**src/rtl/core/assert_macros.svh**
```systemverilog
// ---------------------------------------------------------------------------
// Assertion macros
// Shared concurrent assertion forms for the read trim filter RTL.
// ---------------------------------------------------------------------------
`ifndef ASSERT_MACROS_SVH
`define ASSERT_MACROS_SVH

// Same-cycle implication, disabled while reset is high.
`define RQTF_ASSERT_IMPL(lbl, clk, rst, ante, cons) \
   lbl: assert property (@(posedge clk) disable iff (rst) (ante) |-> (cons)) \
      else $error("rqtf assertion failed: same-cycle implication");

// Next-cycle implication, disabled while reset is high.
`define RQTF_ASSERT_NEXT(lbl, clk, rst, ante, cons) \
   lbl: assert property (@(posedge clk) disable iff (rst) (ante) |=> (cons)) \
      else $error("rqtf assertion failed: next-cycle implication");

`endif

```
**src/rtl/core/rqtf_pkg.sv**
```systemverilog
// ---------------------------------------------------------------------------
// rqtf_pkg
// Types, widths and constants shared by the read quality trim filter.
// ---------------------------------------------------------------------------
`default_nettype none

package rqtf_pkg;

   // Field widths.
   localparam int unsigned LEN_W      = 13;
   localparam int unsigned SUM_W      = 40;
   localparam int unsigned CHAR_W     = 8;
   localparam int unsigned TLEN_W     = 14;
   localparam int unsigned TQUAL_W    = 7;
   localparam int unsigned QV_W       = 10;
   localparam int unsigned VERDICT_W  = 2;
   localparam int unsigned CSR_IDX_W  = 3;
   localparam int unsigned CSR_DATA_W = 40;
   localparam int unsigned REQ_DATA_W = 32;
   localparam int unsigned RSP_DATA_W = 72;

   // Read and quality limits.
   localparam int MAX_LEN     = 4096;
   localparam int QUAL_OFFSET = 33;
   localparam int QUAL_MIN    = 0;
   localparam int QUAL_MAX    = 41;
   localparam int QTAB_DEPTH  = QUAL_MAX - QUAL_MIN + 1;
   localparam int QIDX_W      = $clog2(QTAB_DEPTH);
   localparam logic [LEN_W-1:0] POS_MAX = LEN_W'((2 ** LEN_W) - 1);

   // Queue between the front and back ends.
   localparam int FIFO_DEPTH = 2;
   localparam int FIFO_PTR_W = (FIFO_DEPTH > 1) ? $clog2(FIFO_DEPTH) : 1;
   localparam int FIFO_CNT_W = $clog2(FIFO_DEPTH + 1);

   // Ambiguous base letters.
   localparam logic [CHAR_W-1:0] CHAR_N_UPPER = 8'h4E;
   localparam logic [CHAR_W-1:0] CHAR_N_LOWER = 8'h6E;

   // Verdict codes.
   localparam logic [VERDICT_W-1:0] VERDICT_KEEP    = 2'd0;
   localparam logic [VERDICT_W-1:0] VERDICT_DISCARD = 2'd1;
   localparam logic [VERDICT_W-1:0] VERDICT_RANGE   = 2'd2;

   // Register indexes.
   localparam logic [CSR_IDX_W-1:0] CSR_STRIP_LEFT  = 3'd0;
   localparam logic [CSR_IDX_W-1:0] CSR_STRIP_RIGHT = 3'd1;
   localparam logic [CSR_IDX_W-1:0] CSR_TRUNC_LEN   = 3'd2;
   localparam logic [CSR_IDX_W-1:0] CSR_TRUNC_QUAL  = 3'd3;
   localparam logic [CSR_IDX_W-1:0] CSR_TRUNC_EE    = 3'd4;
   localparam logic [CSR_IDX_W-1:0] CSR_MAX_EE      = 3'd5;
   localparam logic [CSR_IDX_W-1:0] CSR_MIN_LEN     = 3'd6;
   localparam logic [CSR_IDX_W-1:0] CSR_MAX_NS      = 3'd7;

   // Error probability mantissas, 10^(12 - r/10) rounded.
   localparam logic [64:0] DECADE_MANT [10] = '{
      65'd1000000000000, 65'd794328234724, 65'd630957344480, 65'd501187233627,
      65'd398107170553,  65'd316227766017, 65'd251188643151, 65'd199526231497,
      65'd158489319246,  65'd125892541179
   };

   // Divisors 10^(12+d) for decades d = -1 .. 7.
   localparam logic [64:0] POW10 [9] = '{
      65'd100000000000, 65'd1000000000000, 65'd10000000000000,
      65'd100000000000000, 65'd1000000000000000, 65'd10000000000000000,
      65'd100000000000000000, 65'd1000000000000000000,
      65'd10000000000000000000
   };

   // Configuration register file.
   typedef struct packed {
      logic [LEN_W-1:0]          strip_left;
      logic [LEN_W-1:0]          strip_right;
      logic signed [TLEN_W-1:0]  trunc_len;
      logic signed [TQUAL_W-1:0] trunc_qual;
      logic [SUM_W-1:0]          trunc_ee;
      logic [SUM_W-1:0]          max_ee;
      logic [LEN_W-1:0]          min_len;
      logic [LEN_W-1:0]          max_ns;
   } cfg_type;

   // One classified base handed from the front to the back end.
   typedef struct packed {
      logic             in_win;
      logic             has_q;
      logic             q_ok;
      logic             q_trunc;
      logic [SUM_W-1:0] err;
      logic             is_n;
      logic             last;
      logic [LEN_W-1:0] start;
      logic [LEN_W-1:0] wlen;
      logic [LEN_W-1:0] len;
   } entry_type;

endpackage

`default_nettype wire

```
**src/rtl/core/rqtf_fifo.sv**
```systemverilog
// ---------------------------------------------------------------------------
// rqtf_fifo
// Short first-word-fall-through queue between the front and back ends.
// ---------------------------------------------------------------------------
`default_nettype none

`include "assert_macros.svh"

module rqtf_fifo (
   input  wire                 clock,
   input  wire                 reset,
   input  wire                 push_valid,
   output logic                push_ready,
   input  rqtf_pkg::entry_type push_data,
   output logic                pop_valid,
   input  wire                 pop,
   output rqtf_pkg::entry_type pop_data
);
   import rqtf_pkg::*;

   entry_type              mem_ff [FIFO_DEPTH];
   logic [FIFO_PTR_W-1:0]  wr_ptr_ff, wr_ptr_in;
   logic [FIFO_PTR_W-1:0]  rd_ptr_ff, rd_ptr_in;
   logic [FIFO_CNT_W-1:0]  count_ff, count_in;
   logic                   do_push;

   // Flow control.
   assign push_ready = (count_ff != FIFO_CNT_W'(FIFO_DEPTH));
   assign pop_valid  = (count_ff != '0);
   assign do_push    = push_valid && push_ready;
   assign pop_data   = mem_ff[rd_ptr_ff];

   // Pointer and fill count updates.
   always_comb begin
      wr_ptr_in = wr_ptr_ff;
      rd_ptr_in = rd_ptr_ff;
      count_in  = count_ff;
      if (do_push) begin
         wr_ptr_in = (wr_ptr_ff == FIFO_PTR_W'(FIFO_DEPTH - 1)) ? '0 : wr_ptr_ff + 1'b1;
      end
      if (pop) begin
         rd_ptr_in = (rd_ptr_ff == FIFO_PTR_W'(FIFO_DEPTH - 1)) ? '0 : rd_ptr_ff + 1'b1;
      end
      if (do_push && !pop) begin
         count_in = count_ff + 1'b1;
      end else if (pop && !do_push) begin
         count_in = count_ff - 1'b1;
      end
   end

   always_ff @(posedge clock) begin
      if (reset) begin
         wr_ptr_ff <= '0;
         rd_ptr_ff <= '0;
         count_ff  <= '0;
      end else begin
         wr_ptr_ff <= wr_ptr_in;
         rd_ptr_ff <= rd_ptr_in;
         count_ff  <= count_in;
      end
   end

   // Entry storage.
   always_ff @(posedge clock) begin
      if (do_push) begin
         mem_ff[wr_ptr_ff] <= push_data;
      end
   end

   // Checks.
   `RQTF_ASSERT_IMPL(a_count_bound, clock, reset, 1'b1, count_ff <= FIFO_CNT_W'(FIFO_DEPTH))
   `RQTF_ASSERT_NEXT(a_pop_drains, clock, reset, pop && !do_push, count_ff == $past(count_ff) - 1'b1)
   `RQTF_ASSERT_IMPL(a_pop_nonempty, clock, reset, pop, pop_valid)

endmodule

`default_nettype wire

```
**src/rtl/core/rqtf_front.sv**
```systemverilog
// ---------------------------------------------------------------------------
// rqtf_front
// Accepts base beats, tracks the read position, computes the trim window
// and classifies each base (window membership, quality range, error value).
// ---------------------------------------------------------------------------
`default_nettype none

module rqtf_front (
   input  wire                                  clock,
   input  wire                                  reset,
   input  rqtf_pkg::cfg_type                    cfg,
   input  wire                                  req_tvalid,
   output logic                                 req_tready,
   input  wire  [rqtf_pkg::REQ_DATA_W-1:0]      req_tdata,
   input  wire                                  req_tuser,
   input  wire                                  req_tlast,
   output logic                                 push_valid,
   input  wire                                  push_ready,
   output rqtf_pkg::entry_type                  push_data
);
   import rqtf_pkg::*;

   logic [LEN_W-1:0]       pos_ff, pos_in;
   logic [CHAR_W-1:0]      base_char;
   logic [CHAR_W-1:0]      qual_char;
   logic [LEN_W-1:0]       read_length;
   logic [LEN_W-1:0]       len_c;
   logic [LEN_W-1:0]       start;
   logic [LEN_W-1:0]       rest;
   logic [LEN_W-1:0]       wl_strip;
   logic [LEN_W-1:0]       wlen;
   logic [LEN_W:0]         win_end;
   logic signed [QV_W-1:0] qv;
   logic [QV_W-1:0]        qoff;
   logic                   q_ok;
   logic                   accept;
   logic [SUM_W-1:0]       err_rom [QTAB_DEPTH];

   // Error probability table, UQ16.24, built at elaboration.
   for (genvar q = QUAL_MIN; q <= QUAL_MAX; q++) begin : g_err
      localparam int QC = (q < -10) ? -10 : q;
      localparam int DC = (QC >= 0) ? (QC / 10) : -1;
      localparam int RC = QC - (10 * DC);
      localparam int DI = (DC >= 8) ? 7 : DC;
      localparam logic [64:0] XV = DECADE_MANT[RC] << 24;
      localparam logic [64:0] DV = POW10[DI + 1];
      localparam logic [64:0] EV = (DC >= 8) ? 65'd0 : ((XV + (DV / 2)) / DV);
      assign err_rom[q - QUAL_MIN] = EV[SUM_W-1:0];
   end

   // Beat fields: base, quality, raw read length.
   assign base_char   = req_tdata[7:0];
   assign qual_char   = req_tdata[15:8];
   assign read_length = req_tdata[28:16];

   assign req_tready = push_ready;
   assign push_valid = req_tvalid;
   assign accept     = req_tvalid && push_ready;

   // Trim window from the clamped read length.
   always_comb begin
      len_c    = (read_length > LEN_W'(MAX_LEN)) ? LEN_W'(MAX_LEN) : read_length;
      start    = (cfg.strip_left < len_c) ? cfg.strip_left : len_c;
      rest     = len_c - start;
      wl_strip = (cfg.strip_right < rest) ? (rest - cfg.strip_right) : '0;
      wlen     = wl_strip;
      if (!cfg.trunc_len[TLEN_W-1] && ($unsigned(cfg.trunc_len) < {1'b0, wl_strip})) begin
         wlen = cfg.trunc_len[LEN_W-1:0];
      end
      win_end = {1'b0, start} + {1'b0, wlen};
   end

   // Quality value and its classification.
   assign qv   = $signed({2'b00, qual_char}) - QV_W'(QUAL_OFFSET);
   assign q_ok = (qv >= QV_W'(QUAL_MIN)) && (qv <= QV_W'(QUAL_MAX));
   assign qoff = qv - QV_W'(QUAL_MIN);

   always_comb begin
      push_data.in_win  = (pos_ff < len_c) && (pos_ff >= start) && ({1'b0, pos_ff} < win_end);
      push_data.has_q   = req_tuser;
      push_data.q_ok    = q_ok;
      push_data.q_trunc = !cfg.trunc_qual[TQUAL_W-1] && (qv <= QV_W'(cfg.trunc_qual));
      push_data.err     = q_ok ? err_rom[qoff[QIDX_W-1:0]] : '0;
      push_data.is_n    = (base_char == CHAR_N_UPPER) || (base_char == CHAR_N_LOWER);
      push_data.last    = req_tlast;
      push_data.start   = start;
      push_data.wlen    = wlen;
      push_data.len     = len_c;
   end

   // Position within the current read, saturating.
   always_comb begin
      pos_in = pos_ff;
      if (accept) begin
         if (req_tlast) begin
            pos_in = '0;
         end else if (pos_ff != POS_MAX) begin
            pos_in = pos_ff + 1'b1;
         end
      end
   end

   always_ff @(posedge clock) begin
      if (reset) begin
         pos_ff <= '0;
      end else begin
         pos_ff <= pos_in;
      end
   end

endmodule

`default_nettype wire

```
**src/rtl/core/rqtf_back.sv**
```systemverilog
// ---------------------------------------------------------------------------
// rqtf_back
// Applies classified bases to the per-read state (error sum, truncation,
// N count) and forms the verdict beat on the last base of each read.
// ---------------------------------------------------------------------------
`default_nettype none

`include "assert_macros.svh"

module rqtf_back (
   input  wire                              clock,
   input  wire                              reset,
   input  rqtf_pkg::cfg_type                cfg,
   input  wire                              head_valid,
   input  rqtf_pkg::entry_type              head_data,
   output logic                             pop,
   output logic                             rsp_tvalid,
   input  wire                              rsp_tready,
   output logic [rqtf_pkg::RSP_DATA_W-1:0]  rsp_tdata
);
   import rqtf_pkg::*;

   logic [SUM_W-1:0]     sum_ff, sum_in;
   logic [LEN_W-1:0]     wl_ff, wl_in;
   logic [LEN_W-1:0]     n_ff, n_in;
   logic                 stop_ff, stop_in;
   logic                 rerr_ff, rerr_in;
   logic                 rsp_valid_ff, rsp_valid_in;
   logic [VERDICT_W-1:0] verdict_ff, verdict_in;
   logic                 trunc_ff, trunc_in;
   logic [LEN_W-1:0]     start_ff, start_in;
   logic [LEN_W-1:0]     flen_ff, flen_in;
   logic [SUM_W-1:0]     ee_ff, ee_in;

   logic                 active;
   logic [SUM_W:0]       sum_plus;
   logic                 over_trunc;
   logic                 take_sum;
   logic                 set_stop;
   logic                 set_rerr;
   logic                 take_base;
   logic [SUM_W-1:0]     sum_nx;
   logic [LEN_W-1:0]     wl_nx;
   logic [LEN_W-1:0]     n_nx;
   logic                 stop_nx;
   logic                 rerr_nx;
   logic                 ee_over;
   logic [LEN_W-1:0]     final_len;
   logic                 discard;
   logic                 emit;

   // The head leaves the queue unless it closes a read and the output is held.
   assign pop  = head_valid && (!head_data.last || !rsp_valid_ff || rsp_tready);
   assign emit = pop && head_data.last;

   // Running sum and the truncation limit check.
   assign active     = head_data.in_win && !stop_ff && !rerr_ff;
   assign sum_plus   = {1'b0, sum_ff} + {1'b0, head_data.err};
   assign over_trunc = sum_plus > {1'b0, cfg.trunc_ee};

   always_comb begin
      take_sum  = 1'b0;
      set_stop  = 1'b0;
      set_rerr  = 1'b0;
      take_base = 1'b0;
      if (active) begin
         if (head_data.has_q) begin
            if (!head_data.q_ok) begin
               set_rerr = 1'b1;
            end else if (head_data.q_trunc || over_trunc) begin
               set_stop = 1'b1;
            end else begin
               take_sum  = 1'b1;
               take_base = 1'b1;
            end
         end else begin
            take_base = 1'b1;
         end
      end
   end

   // State after this base.
   always_comb begin
      sum_nx  = take_sum ? sum_plus[SUM_W-1:0] : sum_ff;
      stop_nx = stop_ff || set_stop;
      rerr_nx = rerr_ff || set_rerr;
      wl_nx   = wl_ff;
      n_nx    = n_ff;
      if (take_base && (wl_ff != POS_MAX)) begin
         wl_nx = wl_ff + 1'b1;
      end
      if (take_base && head_data.is_n && (n_ff != POS_MAX)) begin
         n_nx = n_ff + 1'b1;
      end
   end

   // Verdict for a read that closes with this base.
   always_comb begin
      ee_over   = take_sum ? (sum_plus > {1'b0, cfg.max_ee}) : (sum_ff > cfg.max_ee);
      final_len = stop_nx ? wl_nx : head_data.wlen;
      discard   = (head_data.has_q && ee_over)
               || (!cfg.trunc_len[TLEN_W-1] && ({1'b0, final_len} < $unsigned(cfg.trunc_len)))
               || (final_len < cfg.min_len)
               || (n_nx > cfg.max_ns);
   end

   // Per-read state: cleared after the last base of each read.
   always_comb begin
      sum_in  = sum_ff;
      wl_in   = wl_ff;
      n_in    = n_ff;
      stop_in = stop_ff;
      rerr_in = rerr_ff;
      if (pop) begin
         if (head_data.last) begin
            sum_in  = '0;
            wl_in   = '0;
            n_in    = '0;
            stop_in = 1'b0;
            rerr_in = 1'b0;
         end else begin
            sum_in  = sum_nx;
            wl_in   = wl_nx;
            n_in    = n_nx;
            stop_in = stop_nx;
            rerr_in = rerr_nx;
         end
      end
   end

   // Output register contents.
   always_comb begin
      rsp_valid_in = rsp_valid_ff && !rsp_tready;
      verdict_in   = verdict_ff;
      trunc_in     = trunc_ff;
      start_in     = start_ff;
      flen_in      = flen_ff;
      ee_in        = ee_ff;
      if (emit) begin
         rsp_valid_in = 1'b1;
         if (rerr_nx) begin
            verdict_in = VERDICT_RANGE;
            trunc_in   = 1'b0;
            start_in   = '0;
            flen_in    = '0;
            ee_in      = '0;
         end else begin
            verdict_in = discard ? VERDICT_DISCARD : VERDICT_KEEP;
            trunc_in   = final_len < head_data.len;
            start_in   = head_data.start;
            flen_in    = final_len;
            ee_in      = head_data.has_q ? sum_nx : '0;
         end
      end
   end

   always_ff @(posedge clock) begin
      if (reset) begin
         sum_ff       <= '0;
         wl_ff        <= '0;
         n_ff         <= '0;
         stop_ff      <= 1'b0;
         rerr_ff      <= 1'b0;
         rsp_valid_ff <= 1'b0;
      end else begin
         sum_ff       <= sum_in;
         wl_ff        <= wl_in;
         n_ff         <= n_in;
         stop_ff      <= stop_in;
         rerr_ff      <= rerr_in;
         rsp_valid_ff <= rsp_valid_in;
      end
   end

   always_ff @(posedge clock) begin
      verdict_ff <= verdict_in;
      trunc_ff   <= trunc_in;
      start_ff   <= start_in;
      flen_ff    <= flen_in;
      ee_ff      <= ee_in;
   end

   // Result beat: verdict, truncated flag, start, length, expected errors.
   assign rsp_tvalid = rsp_valid_ff;
   assign rsp_tdata  = {3'b000, ee_ff, flen_ff, start_ff, trunc_ff, verdict_ff};

   // Checks.
   `RQTF_ASSERT_IMPL(a_range_zero, clock, reset, rsp_valid_ff && (verdict_ff == VERDICT_RANGE), (flen_ff == '0) && (start_ff == '0) && (ee_ff == '0) && !trunc_ff)
   `RQTF_ASSERT_IMPL(a_keep_min_len, clock, reset, rsp_valid_ff && (verdict_ff == VERDICT_KEEP), flen_ff >= cfg.min_len)
   `RQTF_ASSERT_NEXT(a_stop_holds, clock, reset, stop_ff && !emit, stop_ff)

endmodule

`default_nettype wire

```
**src/rtl/core/read_quality_trim_filter_core.sv**
```systemverilog
// ---------------------------------------------------------------------------
// read_quality_trim_filter_core
// Expected-error quality trim and filter for sequencing reads, one base per
// beat, with one verdict beat per read.
// ---------------------------------------------------------------------------
// Throughput: one base beat per cycle while the queue has room; a held verdict
// beat stalls the input. The sum, limit compare and truncation update in the
// back end are combinational ahead of the per-read state registers.
// Path: the read's last beat is written into the queue when accepted, and its
// verdict beat is loaded into the output register from the queue head.
// Reset: synchronous; clears read state and the queue, and loads register
// defaults (trunc_len, trunc_qual off; ee limits all ones; min_len 1).
// ---------------------------------------------------------------------------
`default_nettype none

module read_quality_trim_filter_core (
   input  wire                                  clock,
   input  wire                                  reset,
   // Configuration write port.
   input  wire                                  csr_we,
   input  wire  [rqtf_pkg::CSR_IDX_W-1:0]       csr_index,
   input  wire  [rqtf_pkg::CSR_DATA_W-1:0]      csr_wdata,
   // Base beats.
   input  wire                                  req_tvalid,
   output logic                                 req_tready,
   // tdata: base_char[7:0], qual_char[15:8], read_length[28:16], zero pad
   input  wire  [rqtf_pkg::REQ_DATA_W-1:0]      req_tdata,
   // tuser: has_quality
   input  wire                                  req_tuser,
   input  wire                                  req_tlast,
   // Verdict beats.
   output logic                                 rsp_tvalid,
   input  wire                                  rsp_tready,
   // tdata: verdict[1:0], was_truncated[2], window_start[15:3],
   //        final_length[28:16], expected_errors[68:29], zero pad
   output logic [rqtf_pkg::RSP_DATA_W-1:0]      rsp_tdata
);
   import rqtf_pkg::*;

   cfg_type   cfg_ff, cfg_in;
   entry_type push_data;
   entry_type head_data;
   logic      push_valid;
   logic      push_ready;
   logic      head_valid;
   logic      pop;

   // Register writes.
   always_comb begin
      cfg_in = cfg_ff;
      if (csr_we) begin
         case (csr_index)
            CSR_STRIP_LEFT:  cfg_in.strip_left  = csr_wdata[LEN_W-1:0];
            CSR_STRIP_RIGHT: cfg_in.strip_right = csr_wdata[LEN_W-1:0];
            CSR_TRUNC_LEN:   cfg_in.trunc_len   = csr_wdata[TLEN_W-1:0];
            CSR_TRUNC_QUAL:  cfg_in.trunc_qual  = csr_wdata[TQUAL_W-1:0];
            CSR_TRUNC_EE:    cfg_in.trunc_ee    = csr_wdata[SUM_W-1:0];
            CSR_MAX_EE:      cfg_in.max_ee      = csr_wdata[SUM_W-1:0];
            CSR_MIN_LEN:     cfg_in.min_len     = csr_wdata[LEN_W-1:0];
            CSR_MAX_NS:      cfg_in.max_ns      = csr_wdata[LEN_W-1:0];
            default:         cfg_in = cfg_ff;
         endcase
      end
   end

   always_ff @(posedge clock) begin
      if (reset) begin
         cfg_ff.strip_left  <= '0;
         cfg_ff.strip_right <= '0;
         cfg_ff.trunc_len   <= '1;
         cfg_ff.trunc_qual  <= '1;
         cfg_ff.trunc_ee    <= '1;
         cfg_ff.max_ee      <= '1;
         cfg_ff.min_len     <= LEN_W'(1);
         cfg_ff.max_ns      <= LEN_W'(MAX_LEN);
      end else begin
         cfg_ff <= cfg_in;
      end
   end

   // Front end: window and classification.
   rqtf_front u_front (
      .clock      (clock),
      .reset      (reset),
      .cfg        (cfg_ff),
      .req_tvalid (req_tvalid),
      .req_tready (req_tready),
      .req_tdata  (req_tdata),
      .req_tuser  (req_tuser),
      .req_tlast  (req_tlast),
      .push_valid (push_valid),
      .push_ready (push_ready),
      .push_data  (push_data)
   );

   // Queue between the two ends.
   rqtf_fifo u_fifo (
      .clock      (clock),
      .reset      (reset),
      .push_valid (push_valid),
      .push_ready (push_ready),
      .push_data  (push_data),
      .pop_valid  (head_valid),
      .pop        (pop),
      .pop_data   (head_data)
   );

   // Back end: accumulation and verdict.
   rqtf_back u_back (
      .clock      (clock),
      .reset      (reset),
      .cfg        (cfg_ff),
      .head_valid (head_valid),
      .head_data  (head_data),
      .pop        (pop),
      .rsp_tvalid (rsp_tvalid),
      .rsp_tready (rsp_tready),
      .rsp_tdata  (rsp_tdata)
   );

endmodule

`default_nettype wire
```
**config.mk**
```make
export PLATFORM = sky130hd
export DESIGN_NAME = read_quality_trim_filter_core
export DESIGN_NICKNAME = d
export VERILOG_FILES = /design/src/rtl/core/rqtf_pkg.sv /design/src/rtl/core/rqtf_fifo.sv /design/src/rtl/core/rqtf_front.sv /design/src/rtl/core/rqtf_back.sv /design/src/rtl/core/read_quality_trim_filter_core.sv
export VERILOG_INCLUDE_DIRS = /design/src /design/src/rtl/core
export SDC_FILE = /design/constraint.sdc
export NUM_CORES = 1
export LEC_CHECK = 0
export BUFFER_PORTS_ARGS = -buffer_cell sky130_fd_sc_hd__buf_4
export CAP_MARGIN = 40
export CELL_PAD_IN_SITES_DETAIL_PLACEMENT = 0
export CELL_PAD_IN_SITES_GLOBAL_PLACEMENT = 1
export CORE_ASPECT_RATIO = 1.2
export CORE_MARGIN = 3
export CORE_UTILIZATION = 26
export CTS_CLUSTER_DIAMETER = 100
export DETAILED_ROUTE_END_ITERATION = 6
export PLACE_DENSITY = 0.55
export SLEW_MARGIN = 25
export SYNTH_ARGS = -nofsm -noshare
export SYNTH_HDL_FRONTEND = slang
export SYNTH_SLANG_ARGS = --single-unit
export TNS_END_PERCENT = 20
```
**constraint.sdc**
```tcl
create_clock -name clock -period 17.5 [get_ports clock]
set_input_delay 2.625 -clock clock [delete_from_list [all_inputs] [get_ports clock]]
set_output_delay 2.625 -clock clock [all_outputs]
set_load 0.02 [all_outputs]
```
==> results.cfg, run 1 <==
[route]
routed_wirelength_um = 92630
detail-route-antenna-nets = 0
first_pass_iters = 5
viasPerCell = 4.886
drc_errors = 0
drt-wirelength-per-cell_um = 19.92
vias = 22713
drtIter0Drc = 1244

[sta]
hold_violations = 0
fmax_mhz = 66.43
tightest_slew_ns = 0.8565
maxSlewHeadroom = 0.4237
rsz0062_at_grt = false
fin_skew_ns = 0.04132
setup_viol = 0
tns_ns = 0
min_period_ns = 15.05
slew_viol_final = 0
finalCritPeriodShare = 0.8602

[clock_network]
h-tree-depth = 2
clkSinkCount = 449
root_buffer = clkbuf_16
clock_path_buffers = 3
tritoncts = built
numCtsBuffers = 53
post_cts_resized = 0
clk_pin_slew_worst_paths_ns = 0.06
clock_latency_ns = 0.63
post_cts_buffers = 0
postCtsHoldBufs = 0

[hold_path]
hold_path_depth = 2
holdCritStartpoint = cfg_ff[131]$_SDFFE_PP0P_
whs_endpoint = cfg_ff[131]$_SDFFE_PP0P_
hold_path_class = reg -> reg

[global_routing]
grt_use_met3 = 0.02154
grt.overflow.total = 0
grt_max_degree = 75
grt.busiest_layer = met2
grtUsageMet1 = 0.2137
antenna_found_initial = 9
first_global_vias = 22244
grtUsageMet2 = 0.2746
grt_util_all_layers = 0.1612
grt_pass1_wl_um = 139800

[synth]
synth_area_leaders = edfxtp_1 22%, dfxtp_1 17%, ha_1 14%
synth_seq_area_share = 0.3929
syn_avg_cell_area_um2 = 9.107
syn_area_um2 = 28200
ys_ff_latch = 449
synth_edf_count = 209
synth_flop_cell = dfxtp_1
synth_cell_types = 80
netlist_instances = 3097
async_reset_ff_frac = 0
yosysTopAreaCellShare = 0.2225
synth_top_cell_by_area = edfxtp_1
ys.warnings.count = 0

[final_layout]
mostFrequentLayoutCells = 324 x nand2_1, 316 x ha_1, 278 x nor2_1, 239 x dfxtp_1, 235 x a21oi_1
layout_commonest_cell = nand2_1
layout-drive-gt1-share = 0.1081
area_delta_synth_final_pct = 16.39
final_nets = 3605
stdcell_area_um2 = 32830
fillers = 11365

[setup_path]
r2r_end = u_fifo.mem_ff[1][84]$_DFFE_PP_
reg2reg_slack_ns = 4.75
worstReg2RegStart = cfg_ff[146]$_SDFFE_PP0P_
cp-startpoint = req_tdata[28]
worstSetupPathType = in -> reg
worst_path_max_delay_cell = a31oi_1
path_max_fanout = 17
rr_worst_depth = 54
cp_common_cell = a21oi_1
cp_num_buf_inv = 4
crit_arrival_ns = 15.49
end_kind = flip-flop
crit_family = compound AO/OA/AOI/OAI gates
slowest_delay_ns = 0.57
crit_path_start_kind = input pin
cp_data_required_time_ns = 17.93

[outcome]
status = finished clean

[die]
fp.dieW_um = 306.7
die_area_um2 = 112500
coreArea_um2 = 107000
initial_core_util = 0.2635
rows = 131
io_pins = 156
die_y_um = 366.8

[job]
maxCapViolations = 0

[place]
placed_area_um2 = 31010
dpl.hpwl_um = 69650
place.gp.congestion = 0.8246
port_buffers = 148

[power_and_ir_drop]
pwr-share-comb = 0.378
peakVddDrop_mv = 0.07516
power_switching_share = 0.3785
p_sw_w = 0.001502
p_seq_frac = 0.335
powerDensity_nw_per_um2 = 120.9
p_clk_frac = 0.287
leakage_nw = 13.92
p_int_w = 0.002465
==> through the flow <==
step           instances  total power (W)    util  worst slack [ns]  hold slack [ns]
6_report            4649         0.003967  0.3067             2.447           0.4551
5_1_grt             4644         0.004224  0.3066             1.260           0.4664
3_3_place_gp        4526         0.002836  0.2879             1.681           0.4428
2_1_floorplan       3099         0.002298       -             3.805           0.4363
3_5_place_dp        4542         0.002864  0.2897             1.934           0.4473
4_1_cts             4642         0.004030  0.3063             2.554           0.4560
==> how the worst max path moves through the flow <==
stage                                     end  slack, ns  cells past startpoint
6_report       u_fifo.mem_ff[1][84]$_DFFE_PP_       2.45                     57
5_1_grt        u_fifo.mem_ff[1][84]$_DFFE_PP_       1.26                     55
2_1_floorplan  u_fifo.mem_ff[0][84]$_DFFE_PP_       3.81                     57
3_5_place_dp   u_fifo.mem_ff[1][84]$_DFFE_PP_       1.93                     57
4_1_cts        u_fifo.mem_ff[1][84]$_DFFE_PP_       2.55                     57
3_3_place_gp   u_fifo.mem_ff[1][84]$_DFFE_PP_       1.68                     57
==> cell usage after synthesis, drive strengths merged, types with 40 or more instances <==
| cell | instances |
|---|---|
| nor2b | 40 |
| mux2 | 42 |
| a211o | 68 |
| xor2 | 53 |
| xnor2 | 55 |
| nor2 | 284 |
| dfxtp | 240 |
| mux2i | 85 |
| nand3 | 61 |
| edfxtp | 209 |
| nand2 | 326 |
| a21o | 48 |
| nand3b | 50 |
| inv | 216 |
| clkbuf | 126 |
| o21ai | 144 |
| a21oi | 236 |
| nor3 | 52 |
| ha | 316 |
| nand4 | 54 |
==> power groups by stage <==
stage | logic, W | registers, W | clock network [W]
finish | 0.00150 | 0.00133 | 0.00114
global route | 0.00166 | 0.00134 | 0.00122
CTS | 0.00152 | 0.00133 | 0.00118
detailed placement | 0.00151 | 0.00136 | 0
global placement | 0.00148 | 0.00135 | 0
floorplan | 0.000901 | 0.00140 | 0
==> area by class of cell <==
class	instances	area (um^2)	share of cell area
antenna	5	12.51	0.0003812
clock buffer	65	1381	0.04208
clock inverter	35	394.1	0.01201
inverter	220	825.8	0.02516
multi-input combinational	2281	15800	0.4813
sequential	449	11080	0.3377
tap	1396	1747	0.05321
timing repair buffer	198	1580	0.04814
==> routing by layer <==
layer,wire length [um],share of wire
met4,2411,0.026
met5,7,0.000076
met1,42960,0.46
met2,44150,0.48
met3,3097,0.033
==> worst reg2reg max path: cells and delay by family, from the launching register on <==
family	cells	cell delay [ns]
DFF	1	0.42
AOI/OAI and AO/OA	32	7.25
muxes	2	0.86
xor gates and xnor gates	2	0.26
buffers and inverters	2	0.33
adders and majority gates	8	2.37
and+or+nand+nor	8	1.04
==> kinds of logic (layout without fill, tap and decap cells) <==
family          Yosys count  in the layout  share of synthesized area
mux                     127            127                    0.04707
compound gates          742            742                     0.1694
xor+xnor                108            108                    0.03354
flops                   449            449                     0.3929
other cells               1              8                  0.0001330
fa+ha+maj               320            320                     0.1430
simple gates            981            981                     0.1634
buf+inv                 369            518                    0.05057
==> sequential cells by signal, indices dropped and copies added (netlist names), named ones only <==
signal             flops
u_back.n_ff           13
u_fifo.mem_ff        140
u_back.start_ff       13
u_back.flen_ff        13
u_back.rerr_ff         1
u_back.stop_ff         1
u_fifo.wr_ptr_ff       1
u_back.ee_ff          40
u_fifo.rd_ptr_ff       1
u_fifo.count_ff        2
u_back.trunc_ff        1
cfg_ff               153
u_back.wl_ff          13
u_front.pos_ff        13
u_back.sum_ff         40
u_back.verdict_ff      2
u_back.rsp_tvalid      1
Power figures use the tool's default switching activity.
==> run 2: changes to the inputs <==
--- a/config.mk
+++ b/config.mk
@@ -12,10 +12,10 @@
 export CELL_PAD_IN_SITES_GLOBAL_PLACEMENT = 1
 export CORE_ASPECT_RATIO = 1.2
 export CORE_MARGIN = 3
-export CORE_UTILIZATION = 26
+export CORE_UTILIZATION = 48
 export CTS_CLUSTER_DIAMETER = 100
 export DETAILED_ROUTE_END_ITERATION = 6
-export PLACE_DENSITY = 0.55
+export PLACE_DENSITY = 0.87
 export SLEW_MARGIN = 25
 export SYNTH_ARGS = -nofsm -noshare
 export SYNTH_HDL_FRONTEND = slang
==> run 2 against run 1 <==
  * Non-clock buffer count down 7
  * First-iteration DRC count up 41%
  * Global-route usage rose by 10 points
  * Sequential power is essentially flat
  * Combinational power decreased by 4%
  * Critical path type unchanged
==> results.cfg, run 2 (synthesis results as in run 1) <==
[sta]
tightest_slew_ns = 0.8306
fin_skew_ns = 0.03926
tns_ns = 0
maxSlewHeadroom = 0.4304
slew_viol_final = 0
holdWs_ns = 0.4565
finalCritPeriodShare = 0.8766
rsz0062_at_grt = false
hold_violations = 0
setup_viol = 0
fmax_mhz = 65.19
min_period_ns = 15.34

[power_and_ir_drop]
leakage_nw = 13.90
peakVddDrop_mv = 0.08627
powerDensity_nw_per_um2 = 122.2
finalPower_w = 0.003904

[route]
drtIter0Drc = 1759
vias = 23499
detail-route-antenna-nets = 0
drc_errors = 0
routed_wirelength_um = 83050
viasPerCell = 5.919
drt-wirelength-per-cell_um = 20.92
first_pass_iters = 6

[clock_network]
numCtsBuffers = 50
tritoncts = built
clk_pin_slew_worst_paths_ns = 0.06
post_cts_resized = 0
postCtsHoldBufs = 0
clkSinkCount = 449
root_buffer = clkbuf_16
post_cts_buffers = 0
clock_latency_ns = 0.61
clock_path_buffers = 3
h-tree-depth = 2

[outcome]
status = finished clean

[place]
port_buffers = 148
dpl.hpwl_um = 62100
place.gp.congestion = 0.9466

[hold_path]
holdCritStartpoint = cfg_ff[134]$_SDFFE_PP0P_
whs_endpoint = cfg_ff[134]$_SDFFE_PP0P_
hold_path_depth = 2
hold_path_class = reg -> reg

[setup_path]
crit_arrival_ns = 15.73
worstReg2RegStart = cfg_ff[146]$_SDFFE_PP0P_
worstSetupPathType = in -> reg
crit_path_start_kind = input pin
slowest_delay_ns = 0.61
worst_path_max_delay_cell = a2111oi_0
reg2reg_slack_ns = 4.66
rr_worst_depth = 54
r2r_end = u_fifo.mem_ff[1][84]$_DFFE_PP_
cp_data_required_time_ns = 17.89
path_max_fanout = 17
end_kind = flip-flop

[final_layout]
area_delta_synth_final_pct = 13.25
largest_reg_flops = 153
top_register = cfg_ff
layout-drive-gt1-share = 0.1063
antenna_cells = 0
reg_top3 = cfg_ff (153), u_fifo.mem_ff (140)
fillers = 5149
seqCellArea_um2 = 11080
layout_commonest_cell = nand2_1
final_nets = 3595
mostFrequentLayoutCells = 324 x nand2_1, 316 x ha_1, 279 x nor2_1, 239 x dfxtp_1, 235 x a21oi_1
multiInputGateArea_um2 = 15760

[die]
die_y_um = 271.5
coreArea_um2 = 57660
initial_core_util = 0.4892
rows = 96
die_area_um2 = 61710
fp.dieW_um = 227.3
io_pins = 156

[global_routing]
grt.overflow.total = 0
grt_util_all_layers = 0.2645
first_global_vias = 23121
antenna_found_initial = 0
grt_pass1_wl_um = 128900
grt_max_degree = 81

[job]
maxCapViolations = 0
run 2: cell types whose count changed in the layout (fill, tap and decap cells not counted), moves of 3 or more:
| cell | previous run | this run |
|---|---|---|
| inv_6 | 1 | 6 |
| inv_16 | 3 | 0 |
| clkbuf_1 | 11 | 2 |
| buf_4 | 187 | 178 |
| diode_2 | 5 | 0 |
run 2: final cells by class:
| class | instances | share of cell area |
|---|---|---|
| well taps | 735 | 0.02879 |
| repair buffers | 191 | 0.04897 |
| multi-input cells | 2281 | 0.4935 |
| inverters | 220 | 0.02585 |
| clock buffers | 56 | 0.04184 |
| clock inverters | 38 | 0.01398 |
| flip-flops and latches | 449 | 0.3470 |
run 2: how the worst max path moves through the flow:
stage                                endpoint  depth (start not counted)     startpoint
2_1_floorplan  u_fifo.mem_ff[0][84]$_DFFE_PP_                         57  req_tdata[28]
3_3_place_gp   u_fifo.mem_ff[0][84]$_DFFE_PP_                         56  req_tdata[28]
3_5_place_dp   u_fifo.mem_ff[0][84]$_DFFE_PP_                         57  req_tdata[28]
4_1_cts        u_fifo.mem_ff[0][84]$_DFFE_PP_                         57  req_tdata[28]
5_1_grt        u_fifo.mem_ff[1][84]$_DFFE_PP_                         57  req_tdata[28]
6_report       u_fifo.mem_ff[1][84]$_DFFE_PP_                         57  req_tdata[28]
run 2: per-layer routing:
layer | track usage | wire length (um)
met1 | 0.3405 | 35660
met5 | 0 | 0
met4 | 0.09252 | 2731
met2 | 0.4593 | 40940
met3 | 0.02931 | 3727
run 2: critical path: cells and delay by family:
family / cells / cell delay [ns]
AOI/OAI and AO/OA: 29 / 6.82
and+or+nand+nor: 14 / 2.32
adders and majority gates: 7 / 1.98
muxes: 2 / 1.03
buffers and inverters: 3 / 0.57
xor gates and xnor gates: 2 / 0.32
run 2: power breakdown:
group          internal, W  leakage (nW)  switching, W  total [W]
Sequential         0.00128          3.95     0.0000572    0.00133
Combinational     0.000516          9.10      0.000924    0.00144
Clock             0.000674         0.859      0.000456    0.00113
Total              0.00247          13.9       0.00144    0.00390
run 2: through the flow:
stage / cells / area [um^2] / util / setup WS, ns
detailed placement: 3869 / 30060 / 0.5213 / 1.648
CTS: 3963 / 31840 / 0.5522 / 2.288
finish: 3970 / 31940 / 0.5540 / 2.160
floorplan: 3099 / 28210 / - / 3.805
global placement: 3861 / 29920 / 0.5189 / 1.664
global route: 3970 / 31940 / 0.5540 / 1.132
